--- src/hdl/msnh_pkg.sv ---
// Shared types and codes for the sustain-pedal note-off holder.
package msnh_pkg;

  localparam int PITCH_W     = 7;
  localparam int DATA_W      = 32;
  localparam int QUEUE_DEPTH = 2;
  localparam int QPTR_W      = $clog2(QUEUE_DEPTH);
  localparam int QCNT_W      = $clog2(QUEUE_DEPTH + 1);

  localparam logic [2:0] OP_NOTE   = 3'd0;
  localparam logic [2:0] OP_VEL    = 3'd1;
  localparam logic [2:0] OP_PEDAL  = 3'd2;
  localparam logic [2:0] OP_FLUSH  = 3'd3;
  localparam logic [2:0] OP_CLEAR  = 3'd4;

  localparam logic [1:0] CMD_PASS    = 2'd0;
  localparam logic [1:0] CMD_HOLD    = 2'd1;
  localparam logic [1:0] CMD_RELEASE = 2'd2;
  localparam logic [1:0] CMD_CLEAR   = 2'd3;

  typedef struct packed {
    logic [1:0]        kind;
    logic [DATA_W-1:0] value;
    logic [DATA_W-1:0] velocity;
  } cmd_t;

  // Position of the single set bit of a one-hot word.
  function automatic logic [4:0] onehot_index(input logic [31:0] oh);
    logic [4:0] idx;
    idx = '0;
    for (int i = 0; i < 32; i++) begin
      if (oh[i]) begin
        idx = idx | 5'(i);
      end
    end
    return idx;
  endfunction

endpackage

--- src/hdl/midi_sustain_note_off_holder.sv ---
// Top level of the sustain-pedal note-off holder.
//
//   channel | handshake            | payload
//   --------+----------------------+-----------------------------------------------
//   in      | in_valid / in_ready  | op, value
//   out     | out_valid/ out_ready | first_pitch, first_velocity, second_present,
//           |                      | second_pitch, last
//
// A pass-through note, a hold or a clear is handled in the back end; velocity
// and pedal-down items finish in the front end. A release walks the held map
// one 32-pitch word at a time, taking out each held pitch with a lowest-bit
// search and sending the pitches out in pairs. Reset empties the map and the
// command queue at once. A two-entry queue lets the front keep taking items
// while the back scans or the output register waits on out_ready.
module midi_sustain_note_off_holder
  import msnh_pkg::*;
#(
  parameter int NOTE_RANGE = 128
) (
  input  logic               clk,
  input  logic               rst,
  input  logic               in_valid,
  output logic               in_ready,
  input  logic [2:0]         op,
  input  logic [DATA_W-1:0]  value,
  output logic               out_valid,
  input  logic               out_ready,
  output logic [DATA_W-1:0]  first_pitch,
  output logic [DATA_W-1:0]  first_velocity,
  output logic               second_present,
  output logic [PITCH_W-1:0] second_pitch,
  output logic               last
);

  logic push_valid;
  logic push_ready;
  cmd_t push_cmd;
  logic pop_valid;
  logic pop_ready;
  cmd_t pop_cmd;

  msnh_front #(
    .NOTE_RANGE (NOTE_RANGE)
  ) u_front (
    .clk        (clk),
    .rst        (rst),
    .in_valid   (in_valid),
    .in_ready   (in_ready),
    .op         (op),
    .value      (value),
    .push_valid (push_valid),
    .push_ready (push_ready),
    .push_cmd   (push_cmd)
  );

  msnh_queue u_queue (
    .clk        (clk),
    .rst        (rst),
    .push_valid (push_valid),
    .push_ready (push_ready),
    .push_cmd   (push_cmd),
    .pop_valid  (pop_valid),
    .pop_ready  (pop_ready),
    .pop_cmd    (pop_cmd)
  );

  msnh_back #(
    .NOTE_RANGE (NOTE_RANGE)
  ) u_back (
    .clk            (clk),
    .rst            (rst),
    .cmd_valid      (pop_valid),
    .cmd_ready      (pop_ready),
    .cmd            (pop_cmd),
    .out_valid      (out_valid),
    .out_ready      (out_ready),
    .first_pitch    (first_pitch),
    .first_velocity (first_velocity),
    .second_present (second_present),
    .second_pitch   (second_pitch),
    .last           (last)
  );

endmodule

--- src/hdl/msnh_front.sv ---
// Front end: accepts items, tracks pedal and velocity, issues commands.
module msnh_front
  import msnh_pkg::*;
#(
  parameter int NOTE_RANGE = 128
) (
  input  logic              clk,
  input  logic              rst,
  input  logic              in_valid,
  output logic              in_ready,
  input  logic [2:0]        op,
  input  logic [DATA_W-1:0] value,
  output logic              push_valid,
  input  logic              push_ready,
  output cmd_t              push_cmd
);

  logic              pedal_down;
  logic [DATA_W-1:0] stored_velocity;
  logic              accept;
  logic              trackable;
  logic              has_cmd;

  assign in_ready  = push_ready;
  assign accept    = in_valid && push_ready;
  // Unsigned compare: negative pitches fail.
  assign trackable = value < DATA_W'(NOTE_RANGE);

  always_comb begin
    has_cmd           = 1'b0;
    push_cmd.kind     = CMD_PASS;
    push_cmd.value    = value;
    push_cmd.velocity = stored_velocity;
    case (op)
      OP_NOTE: begin
        has_cmd = 1'b1;
        if (stored_velocity == '0 && pedal_down && trackable) begin
          push_cmd.kind = CMD_HOLD;
        end
      end
      OP_PEDAL: begin
        if (value == '0) begin
          has_cmd       = 1'b1;
          push_cmd.kind = CMD_RELEASE;
        end
      end
      OP_FLUSH: begin
        has_cmd       = 1'b1;
        push_cmd.kind = CMD_RELEASE;
      end
      OP_CLEAR: begin
        has_cmd       = 1'b1;
        push_cmd.kind = CMD_CLEAR;
      end
      default: has_cmd = 1'b0;
    endcase
  end

  assign push_valid = accept && has_cmd;

  always_ff @(posedge clk) begin
    if (rst) begin
      pedal_down      <= 1'b0;
      stored_velocity <= '0;
    end else if (accept) begin
      if (op == OP_VEL) begin
        stored_velocity <= value;
      end
      if (op == OP_PEDAL) begin
        pedal_down <= (value != '0);
      end
    end
  end

endmodule

--- src/hdl/msnh_queue.sv ---
// Short command queue between the front and back ends.
module msnh_queue
  import msnh_pkg::*;
(
  input  logic clk,
  input  logic rst,
  input  logic push_valid,
  output logic push_ready,
  input  cmd_t push_cmd,
  output logic pop_valid,
  input  logic pop_ready,
  output cmd_t pop_cmd
);

  cmd_t              entries [QUEUE_DEPTH];
  logic [QPTR_W-1:0] wr_ptr;
  logic [QPTR_W-1:0] rd_ptr;
  logic [QCNT_W-1:0] count;
  logic              do_push;
  logic              do_pop;

  assign push_ready = count != QCNT_W'(QUEUE_DEPTH);
  assign pop_valid  = count != '0;
  assign pop_cmd    = entries[rd_ptr];
  assign do_push    = push_valid && push_ready;
  assign do_pop     = pop_valid && pop_ready;

  always_ff @(posedge clk) begin
    if (do_push) begin
      entries[wr_ptr] <= push_cmd;
    end
  end

  always_ff @(posedge clk) begin
    if (rst) begin
      wr_ptr <= '0;
      rd_ptr <= '0;
      count  <= '0;
    end else begin
      if (do_push) begin
        wr_ptr <= wr_ptr + 1'b1;
      end
      if (do_pop) begin
        rd_ptr <= rd_ptr + 1'b1;
      end
      if (do_push && !do_pop) begin
        count <= count + 1'b1;
      end else if (do_pop && !do_push) begin
        count <= count - 1'b1;
      end
    end
  end

endmodule

--- src/hdl/msnh_back.sv ---
// Back end: held-note map, release scan and result register.
module msnh_back
  import msnh_pkg::*;
#(
  parameter int NOTE_RANGE = 128
) (
  input  logic               clk,
  input  logic               rst,
  input  logic               cmd_valid,
  output logic               cmd_ready,
  input  cmd_t               cmd,
  output logic               out_valid,
  input  logic               out_ready,
  output logic [DATA_W-1:0]  first_pitch,
  output logic [DATA_W-1:0]  first_velocity,
  output logic               second_present,
  output logic [PITCH_W-1:0] second_pitch,
  output logic               last
);

  localparam int WORDS = (NOTE_RANGE + 31) / 32;
  localparam int WIW   = (WORDS > 1) ? $clog2(WORDS) : 1;

  localparam logic [1:0] ST_IDLE = 2'd0;
  localparam logic [1:0] ST_LOAD = 2'd1;
  localparam logic [1:0] ST_SCAN = 2'd2;
  localparam logic [1:0] ST_END  = 2'd3;

  logic [31:0]        held_map [WORDS];
  logic [1:0]         state;
  logic [WIW-1:0]     wix;
  logic [31:0]        wd;
  logic               pending;
  logic [PITCH_W-1:0] first;
  logic               staged_valid;
  logic [PITCH_W-1:0] staged_first;
  logic [PITCH_W-1:0] staged_second;

  logic               out_free;
  logic [31:0]        low_bit;
  logic [4:0]         pos;
  logic [PITCH_W-1:0] cur_pitch;
  logic [WIW-1:0]     hold_word;
  logic [WIW-1:0]     rd_ix;
  logic [31:0]        rd_word;
  logic               take;
  logic               load_out;

  assign out_free  = !out_valid || out_ready;
  assign low_bit   = wd & (~wd + 32'd1);
  assign pos       = onehot_index(low_bit);
  assign cur_pitch = PITCH_W'({wix, pos});
  assign hold_word = WIW'(cmd.value[PITCH_W-1:5]);
  assign rd_ix     = (state == ST_IDLE) ? hold_word : wix;
  assign rd_word   = held_map[rd_ix];

  always_comb begin
    cmd_ready = 1'b0;
    if (state == ST_IDLE) begin
      cmd_ready = (cmd.kind == CMD_PASS) ? out_free : 1'b1;
    end
  end

  assign take = cmd_valid && cmd_ready;

  // Result register loads a new transfer this cycle.
  assign load_out = (state == ST_IDLE && take && cmd.kind == CMD_PASS)
                 || (state == ST_SCAN && wd != '0 && pending && staged_valid && out_free)
                 || (state == ST_END && out_free && (staged_valid || pending));

  always_ff @(posedge clk) begin
    if (rst) begin
      state        <= ST_IDLE;
      out_valid    <= 1'b0;
      pending      <= 1'b0;
      staged_valid <= 1'b0;
      wix          <= '0;
      for (int i = 0; i < WORDS; i++) begin
        held_map[i] <= '0;
      end
    end else begin
      if (load_out) begin
        out_valid <= 1'b1;
      end else if (out_valid && out_ready) begin
        out_valid <= 1'b0;
      end
      case (state)
        ST_IDLE: begin
          if (take) begin
            case (cmd.kind)
              CMD_PASS: begin
                first_pitch    <= cmd.value;
                first_velocity <= cmd.velocity;
                second_present <= 1'b0;
                second_pitch   <= '0;
                last           <= 1'b1;
              end
              CMD_HOLD: begin
                held_map[hold_word] <= rd_word | (32'd1 << cmd.value[4:0]);
              end
              CMD_RELEASE: begin
                wix          <= '0;
                pending      <= 1'b0;
                staged_valid <= 1'b0;
                state        <= ST_LOAD;
              end
              CMD_CLEAR: begin
                for (int i = 0; i < WORDS; i++) begin
                  held_map[i] <= '0;
                end
              end
              default: state <= ST_IDLE;
            endcase
          end
        end
        ST_LOAD: begin
          // Take the word out of the map; the scan empties it.
          wd            <= rd_word;
          held_map[wix] <= '0;
          state         <= ST_SCAN;
        end
        ST_SCAN: begin
          if (wd == '0) begin
            if (wix == WIW'(WORDS - 1)) begin
              state <= ST_END;
            end else begin
              wix   <= wix + 1'b1;
              state <= ST_LOAD;
            end
          end else if (!pending) begin
            first   <= cur_pitch;
            pending <= 1'b1;
            wd      <= wd & (wd - 32'd1);
          end else if (!staged_valid || out_free) begin
            // Hold the newest pair back until we know whether it is the final one.
            if (staged_valid) begin
              first_pitch    <= DATA_W'(staged_first);
              first_velocity <= '0;
              second_present <= 1'b1;
              second_pitch   <= staged_second;
              last           <= 1'b0;
            end
            staged_first  <= first;
            staged_second <= cur_pitch;
            staged_valid  <= 1'b1;
            pending       <= 1'b0;
            wd            <= wd & (wd - 32'd1);
          end
        end
        ST_END: begin
          if (staged_valid) begin
            if (out_free) begin
              first_pitch    <= DATA_W'(staged_first);
              first_velocity <= '0;
              second_present <= 1'b1;
              second_pitch   <= staged_second;
              last           <= !pending;
              staged_valid   <= 1'b0;
              if (!pending) begin
                state <= ST_IDLE;
              end
            end
          end else if (pending) begin
            if (out_free) begin
              first_pitch    <= DATA_W'(first);
              first_velocity <= '0;
              second_present <= 1'b0;
              second_pitch   <= '0;
              last           <= 1'b1;
              pending        <= 1'b0;
              state          <= ST_IDLE;
            end
          end else begin
            state <= ST_IDLE;
          end
        end
        default: state <= ST_IDLE;
      endcase
    end
  end

endmodule
--- config.mk ---
export PLATFORM = sky130hd
export DESIGN_NAME = midi_sustain_note_off_holder
export DESIGN_NICKNAME = d
export VERILOG_FILES = /design/src/hdl/msnh_pkg.sv /design/src/hdl/midi_sustain_note_off_holder.sv /design/src/hdl/msnh_front.sv /design/src/hdl/msnh_queue.sv /design/src/hdl/msnh_back.sv
export SDC_FILE = /design/constraint.sdc
export NUM_CORES = 1
export LEC_CHECK = 0
export CORE_MARGIN = 3
export CORE_UTILIZATION = 40
export CTS_BUF_LIST = sky130_fd_sc_hd__clkbuf_16
export CTS_CLUSTER_SIZE = 8
export DETAILED_ROUTE_END_ITERATION = 8
export DONT_BUFFER_PORTS = 1
export PLACE_DENSITY = 0.58
export SETUP_SLACK_MARGIN = 0.1
export SYNTH_ARGS = -nofsm -noshare
export SYNTH_HDL_FRONTEND = slang
export SYNTH_SLANG_ARGS = --single-unit
--- constraint.sdc ---
create_clock -name clk -period 7.85 [get_ports clk]
set_input_delay 1.57 -clock clk [delete_from_list [all_inputs] [get_ports clk]]
set_output_delay 1.57 -clock clk [all_outputs]
set_load 0.02 [all_outputs]
Word level (Yosys, flattened, before mapping)
Memory sizes are Yosys's and may differ from the RTL's. A register that Yosys moved wholly into a read port is not among the register bits.
Index checks and enable logic that the tools add are counted.

storage, ports and cells
  flip-flop bits (word level) = 170
  bits in writable memories = 260
  output and inout port bits = 75
  memories kept = 2

memories
  memory           depth  bits a word  rd ports  clocked after memory_dff  wr ports  RTL line          text
  u_queue.entries  2      66           1         1                         1         msnh_queue.sv:15  cmd_t entries [QUEUE_DEPTH];
  u_back.held_map  4      32           1         0                         4         msnh_back.sv:29   logic [31:0] held_map [WORDS];

cells by class
  add/subtract/negate cells = 7
  order comparisons = 1
  eq/ne operators = 32
  shift-type cells = 1
  multiplexer cells = 456
  bitwise operators = 9
  reductions and logical operators = 63

operator list
  operator                 number
  $mux W32                 107
  $mux W7                  79
  $pmux W32 S3             2
  $mux W1                  166
  $mux W2                  64
  $logic_not A32 Y1        3
  $mux W5                  16
  $and A32 B32 Y32         2
  $pmux W32 S2             1
  $reduce_bool A32 Y1      2
  $reduce_or A32 Y1        2
  $add A32 B1 Y32 const B  1
  $lt A32 B8 Y1 const B    1
  $mux W4                  8
  $not A32 Y32             1
  $or A32 B32 Y32          1
  $shl A1 B5 Y32 const A   1
  $sub A32 B1 Y32 const B  1
  $ne A3 B3 Y1 const B     7
  $pmux W7 S3              1
  $ne A3 B2 Y1 const B     6
  $reduce_bool A2 Y1       9
  $logic_and A1 B1 Y1      17
  $ne A4 B4 Y1 const B     4
  other kinds (31)         67

Longest topological paths before layout
  depth in word-level cells = 48
  gate-level depth with buffers = 9
  gate-level depth less buffers = 5

Hierarchy
Synthesis repeated with hierarchy kept, for this count alone.

unflattened totals
  cell total of the unflattened synthesis = 1331
  area total of the unflattened synthesis = 18258.8 um2

by module, submodules not included
  module      times used  cells an instance  area each (um2)  seq. area each (um2)
  msnh_back   1           885                11566.1          7767.4
  msnh_queue  1           229                4992.3           4063.9
  msnh_front  1           217                1700.4           660.6

Worst setup path after synthesis
No wires, ideal clock.

  path type = in2reg
  start = input port rst
  end = memory u_back.held_map[0][0] (enable)
  data arrival time = 5.789 ns
  data required time = 7.317 ns
  setup slack = 1.527 ns
  stages = 4
  buffers on the path = 1
  cells stage by stage = clkbuf_1 inv_1 nand3b_1 o311ai_0

RTL lines
  what                RTL line                            text
  start: declaration  midi_sustain_note_off_holder.sv:21  input logic rst,
  end: declaration    msnh_back.sv:29

Worst setup path in the final report
  start = input port value[31]
  end = memory u_queue.entries[0][4] (netlist name) (enable)

between the ends
  longest elaborated chain between the ends = 8

RTL lines
  what                           RTL line                            text
  start: declaration             midi_sustain_note_off_holder.sv:25  input logic [DATA_W-1:0] value,
  $logic_not A32 Y1              msnh_front.sv:42                    if (value == '0) begin
  $mux W1                        msnh_front.sv:42
  $mux W1                        msnh_front.sv:34                    case (op)
  $pmux W1 S2                    msnh_front.sv:34
  $logic_and A1 B1 Y1            msnh_front.sv:59                    assign push_valid = accept && has_cmd;
  $logic_and A1 B1 Y1            msnh_queue.sv:25                    assign do_push = push_valid && push_ready;
  $mux W1                        msnh_queue.sv:29                    if (do_push) begin
  $mux W1 (not written as such)  msnh_queue.sv:30                    entries[wr_ptr] <= push_cmd;
  end: declaration               msnh_queue.sv:15

No other way between the ends. The select of a mux whose other input is x is not followed.

==> summary.txt <==
STA
  • Share of the clock period used by the worst path after layout: 53.7%
  • Sum of negative setup slack: 0 ns
  • Worst-case headroom to the max-slew limit: 22.7%
  • Maximum clock frequency: 237 MHz
  • Minimum hold slack: 0.438 ns
  • RSZ-0062 raised after global routing: no
  • Fin. Hold Viols: 0
  • Crit path time final: 4.21 ns
  • Final setup vio count: 0
  • Slew Limit Fails: 0
  • Least-Margin Pin Slew: 1.16 ns
  • Worst clock skew: 0.0130 ns

Setup path
  • Worst Path Max Fanout: 34
  • Capturing element type of the critical path: flip-flop
  • Cell depth of the worst flop-to-flop path: 8
  • Worst endpoint required time: 8.08 ns
  • R2r setup slk: 3.78 ns
  • Critical Setup Path Class: in -> reg
  • Worst endpoint data arrival time: 4.44 ns
  • R2r endpoint: u_back.held_map[0][26]
  • Critical Path Start Type: input port

Route
  • Drc violations: 0
  • Total vias in the final route: 10900
  • Via density per instance: 5.50
  • Mean routed wirelength per cell: 21.2 µm
  • Number of iterations in the first detailed-routing pass: 5
  • Number of nets with antenna violations after routing: 0
  • First DRT Iteration DRCs: 942
  • Total Wirelength: 42.2 mm

Logic synthesis
  • Async S/R FF share, synth: 0%
  • Leading register cell type out of synthesis: sky130_fd_sc_hd__edfxtp_1
  • Gate count of the mapped netlist: 1344
  • Syn_area_per_cell: 13.5 µm²
  • Synthesis Warnings: 0
  • Synth Register Bits: 431
  • Number of enable flip-flop cells after synthesis: 386
  • Mapped cell area: 18200 µm²
  • Sequential element share of the synthesized area: 68.7%
  • Post-Synthesis Net Count: 1384
  • Count of different cell masters after synthesis: 62

Global routing
  • Global-route wire length before repair: 65.6 mm
  • Overall fraction of global-route tracks in use: 17.8%
  • GRT overflow: 0
  • Pin count of the biggest net entering global routing: 70
  • Number of antenna violations at the first check in global routing: 0
  • Vias in the first global route: 11100

Floorplan
  • Number of rows created at floorplan: 77
  • Floorplan die width: 219 µm
  • Top Ports: 114
  • Core outline area: 44600 µm²
  • Die ar.: 48100 µm²
  • Vertical extent of the die: 219 µm
  • Initial core utilization: 40.8%

Clock network
  • Clock-pin transition on the worst setup and hold timing paths: 0.05 ns
  • Cts hold-fix bufs: 0
  • Post-CTS repair timing setup buffer count: 0
  • Buffers from clock root to sink, at most: 3
  • Count of clock tree sinks: 431
  • Clock tree root driver cell: sky130_fd_sc_hd__clkbuf_16
  • Insertion delay to the later sink of the worst-skew pair: 0.60 ns
  • TritonCTS clock tree: built
  • Number of gates resized after cts: 0
  • Maximum level of the CTS H-tree: 2
  • Number of buffers inserted during clock tree synthesis: 59

Hold path
  • Worst min-delay path class: reg -> reg
  • Source of the worst hold timing path: u_back.first[5]
  • Hold endpoint: u_back.staged_first[5]
  • Hold Path Depth: 0

Pwr
  • Maximum VDD drop: 0.180 mV
  • Total Power Consumption: 5380 µW
  • Power share of the sequential group: 50.3%
  • Combinational Power Share: 7.9%
  • Leakage power: 0.00727 µW
  • Clk pwr share: 41.9%
  • Switching power total: 1280 µW
  • Internal portion of total power: 4110 µW
  • Power per cell area: 262 nW/µm²
  • Switching part of the total: 23.7%

Run
  • Max Cap Viol: 0

Outcome
  • Outcome: finished clean

Placed design
  • IO buf count: 0
  • Detail Placement HPWL: 26.4 mm
  • Placed standard-cell area: 18900 µm²
  • Final estimated routing congestion in global placement: 0.826

Layout
  • Commonest non-fill, non-tap cells in the layout: sky130_fd_sc_hd__edfxtp_1 (386), sky130_fd_sc_hd__mux2i_1 (168), sky130_fd_sc_hd__a21oi_1 (154)
  • Final standard cell area without fillers: 20500 µm²
  • Net count reported at finish: 1394
  • Synthesis-to-layout area growth: 12.9%
  • Fillers: 3955
  • Most common library cell in the layout ignoring fill and taps: sky130_fd_sc_hd__edfxtp_1
  • Count of inserted antenna diode cells: 0
  • Share of final-layout standard cells stronger than drive strength 1: 10.4%
==> critical path, stage by stage <==
cell and delay [ns]:
sky130_fd_sc_hd__nor4_1 0.60, sky130_fd_sc_hd__nand4_1 0.24, sky130_fd_sc_hd__o311a_1 0.49, sky130_fd_sc_hd__or3_1 0.37
sky130_fd_sc_hd__inv_2 0.58, sky130_fd_sc_hd__buf_4 0.56
==> layout make-up <==
cell class                      instances  area, µm²  area share, %
Sequential cell                       431      12500           60.9
Multi-Input combinational cell        822       5410           26.3
Clock buffer                           59       1480           7.19
Tap cell                              592        741           3.61
Clock inverter                         43        183          0.890
Timing Repair Buffer                   20        150          0.731
Inverter                               20       75.1          0.366
==> how the worst max path moves through the flow <==
stage,startpoint,endpoint,slack [ns]
2_1_floorplan,rst,u_back.held_map[0][0],1.53
3_3_place_gp,value[25],u_queue.entries[0][10],2.97
3_5_place_dp,value[25],u_queue.entries[0][10],2.92
4_1_cts,value[25],u_queue.entries[0][42],3.56
5_1_grt,value[25],u_queue.entries[0][9],3.44
6_report,value[31],u_queue.entries[0][4],3.64
==> logic make-up (layout without fill, tap and decap cells) <==
family / count (synthesis) / in the layout / share of synthesized area, %
mux: 205 / 205 / 11.6
flops: 431 / 431 / 68.7
simple gates: 359 / 359 / 9.58
buf+inv: 91 / 142 / 1.97
xor+xnor: 1 / 1 / 0.0482
compound gates: 256 / 256 / 8.07
fa+ha+maj: 1 / 1 / 0.0688
==> sequential cells by signal, summed over array words and instances (netlist names), named ones only <==
name	count
u_back.last	1
u_back.pending	1
u_back.first_pitch	32
u_back.staged_second	7
u_queue.rd_ptr	1
u_back.staged_valid	1
u_front.pedal_down	1
u_queue.wr_ptr	1
u_back.second_pitch	7
u_back.wix	2
u_back.out_valid	1
u_back.first_velocity	32
u_queue.entries	132
u_back.second_present	1
u_back.first	7
u_back.staged_first	7
u_back.held_map	128
u_back.state	2
u_queue.count	2
u_front.stored_velocity	32
u_back.wd	32
==> layer usage <==
layer	track usage (%)	wire length [µm]	up-vias
met4	6.57	1240	0
met1	22.5	17500	5453
met3	5.05	2940	61
met5	0	0	-
met2	29.1	20500	276
li1	-	-	5141
==> power by group through the flow <==
stage / sequential (µW) / clock, µW / combinational, µW
2_1_floorplan: 2720 / 0 / 320
3_3_place_gp: 2750 / 0 / 427
3_5_place_dp: 2750 / 0 / 432
4_1_cts: 2710 / 2320 / 432
5_1_grt: 2720 / 2420 / 468
6_report: 2710 / 2260 / 423
==> synth_stat cells, types with 2 or more instances <==
cell / n / area (µm²)
sky130_fd_sc_hd__a2111oi_0: 2 / 17.5
sky130_fd_sc_hd__a211oi_1: 5 / 37.5
sky130_fd_sc_hd__a21o_1: 4 / 30.0
sky130_fd_sc_hd__a21oi_1: 157 / 786
sky130_fd_sc_hd__a31oi_1: 4 / 25.0
sky130_fd_sc_hd__a32oi_1: 2 / 17.5
sky130_fd_sc_hd__and2_1: 6 / 37.5
sky130_fd_sc_hd__and3_1: 11 / 68.8
sky130_fd_sc_hd__buf_1: 7 / 26.3
sky130_fd_sc_hd__buf_2: 13 / 65.1
sky130_fd_sc_hd__clkbuf_1: 51 / 191
sky130_fd_sc_hd__dfxtp_1: 45 / 901
sky130_fd_sc_hd__edfxtp_1: 386 / 11600
sky130_fd_sc_hd__inv_1: 20 / 75.1
sky130_fd_sc_hd__mux2_2: 35 / 394
sky130_fd_sc_hd__mux2i_1: 169 / 1690
sky130_fd_sc_hd__nand2_1: 69 / 259
sky130_fd_sc_hd__nand2b_1: 7 / 43.8
sky130_fd_sc_hd__nand3_1: 16 / 80.1
sky130_fd_sc_hd__nand3b_1: 5 / 37.5
sky130_fd_sc_hd__nand4_1: 11 / 68.8
sky130_fd_sc_hd__nand4b_1: 4 / 35.0
sky130_fd_sc_hd__nor2_1: 145 / 544
sky130_fd_sc_hd__nor2b_1: 7 / 43.8
sky130_fd_sc_hd__nor3_1: 23 / 115
sky130_fd_sc_hd__nor3b_1: 4 / 30.0
sky130_fd_sc_hd__nor4_1: 23 / 144
sky130_fd_sc_hd__o211ai_1: 10 / 75.1
sky130_fd_sc_hd__o21ai_0: 28 / 140
sky130_fd_sc_hd__o21ai_1: 2 / 10.0
sky130_fd_sc_hd__o21bai_1: 5 / 37.5
sky130_fd_sc_hd__o22ai_1: 14 / 87.6
sky130_fd_sc_hd__o2bb2ai_1: 2 / 17.5
sky130_fd_sc_hd__o311a_1: 3 / 30.0
sky130_fd_sc_hd__o311ai_0: 6 / 52.6
sky130_fd_sc_hd__o41ai_1: 2 / 17.5
sky130_fd_sc_hd__or2_2: 7 / 43.8
sky130_fd_sc_hd__or3_1: 8 / 50.1
sky130_fd_sc_hd__or4_1: 2 / 15.0
sky130_fd_sc_hd__or4_4: 2 / 22.5
==> per-stage QoR <==
step / std cells / utilization [%] / setup slack, ns
finish: 1987 / 46.0 / 3.64
global route: 1987 / 46.0 / 3.44
CTS: 1987 / 46.0 / 3.56
detailed placement: 1885 / 42.3 / 2.92
global placement: 1885 / 42.3 / 2.97
floorplan: 1344 / - / 1.53
(Power assumes the default switching activity.)
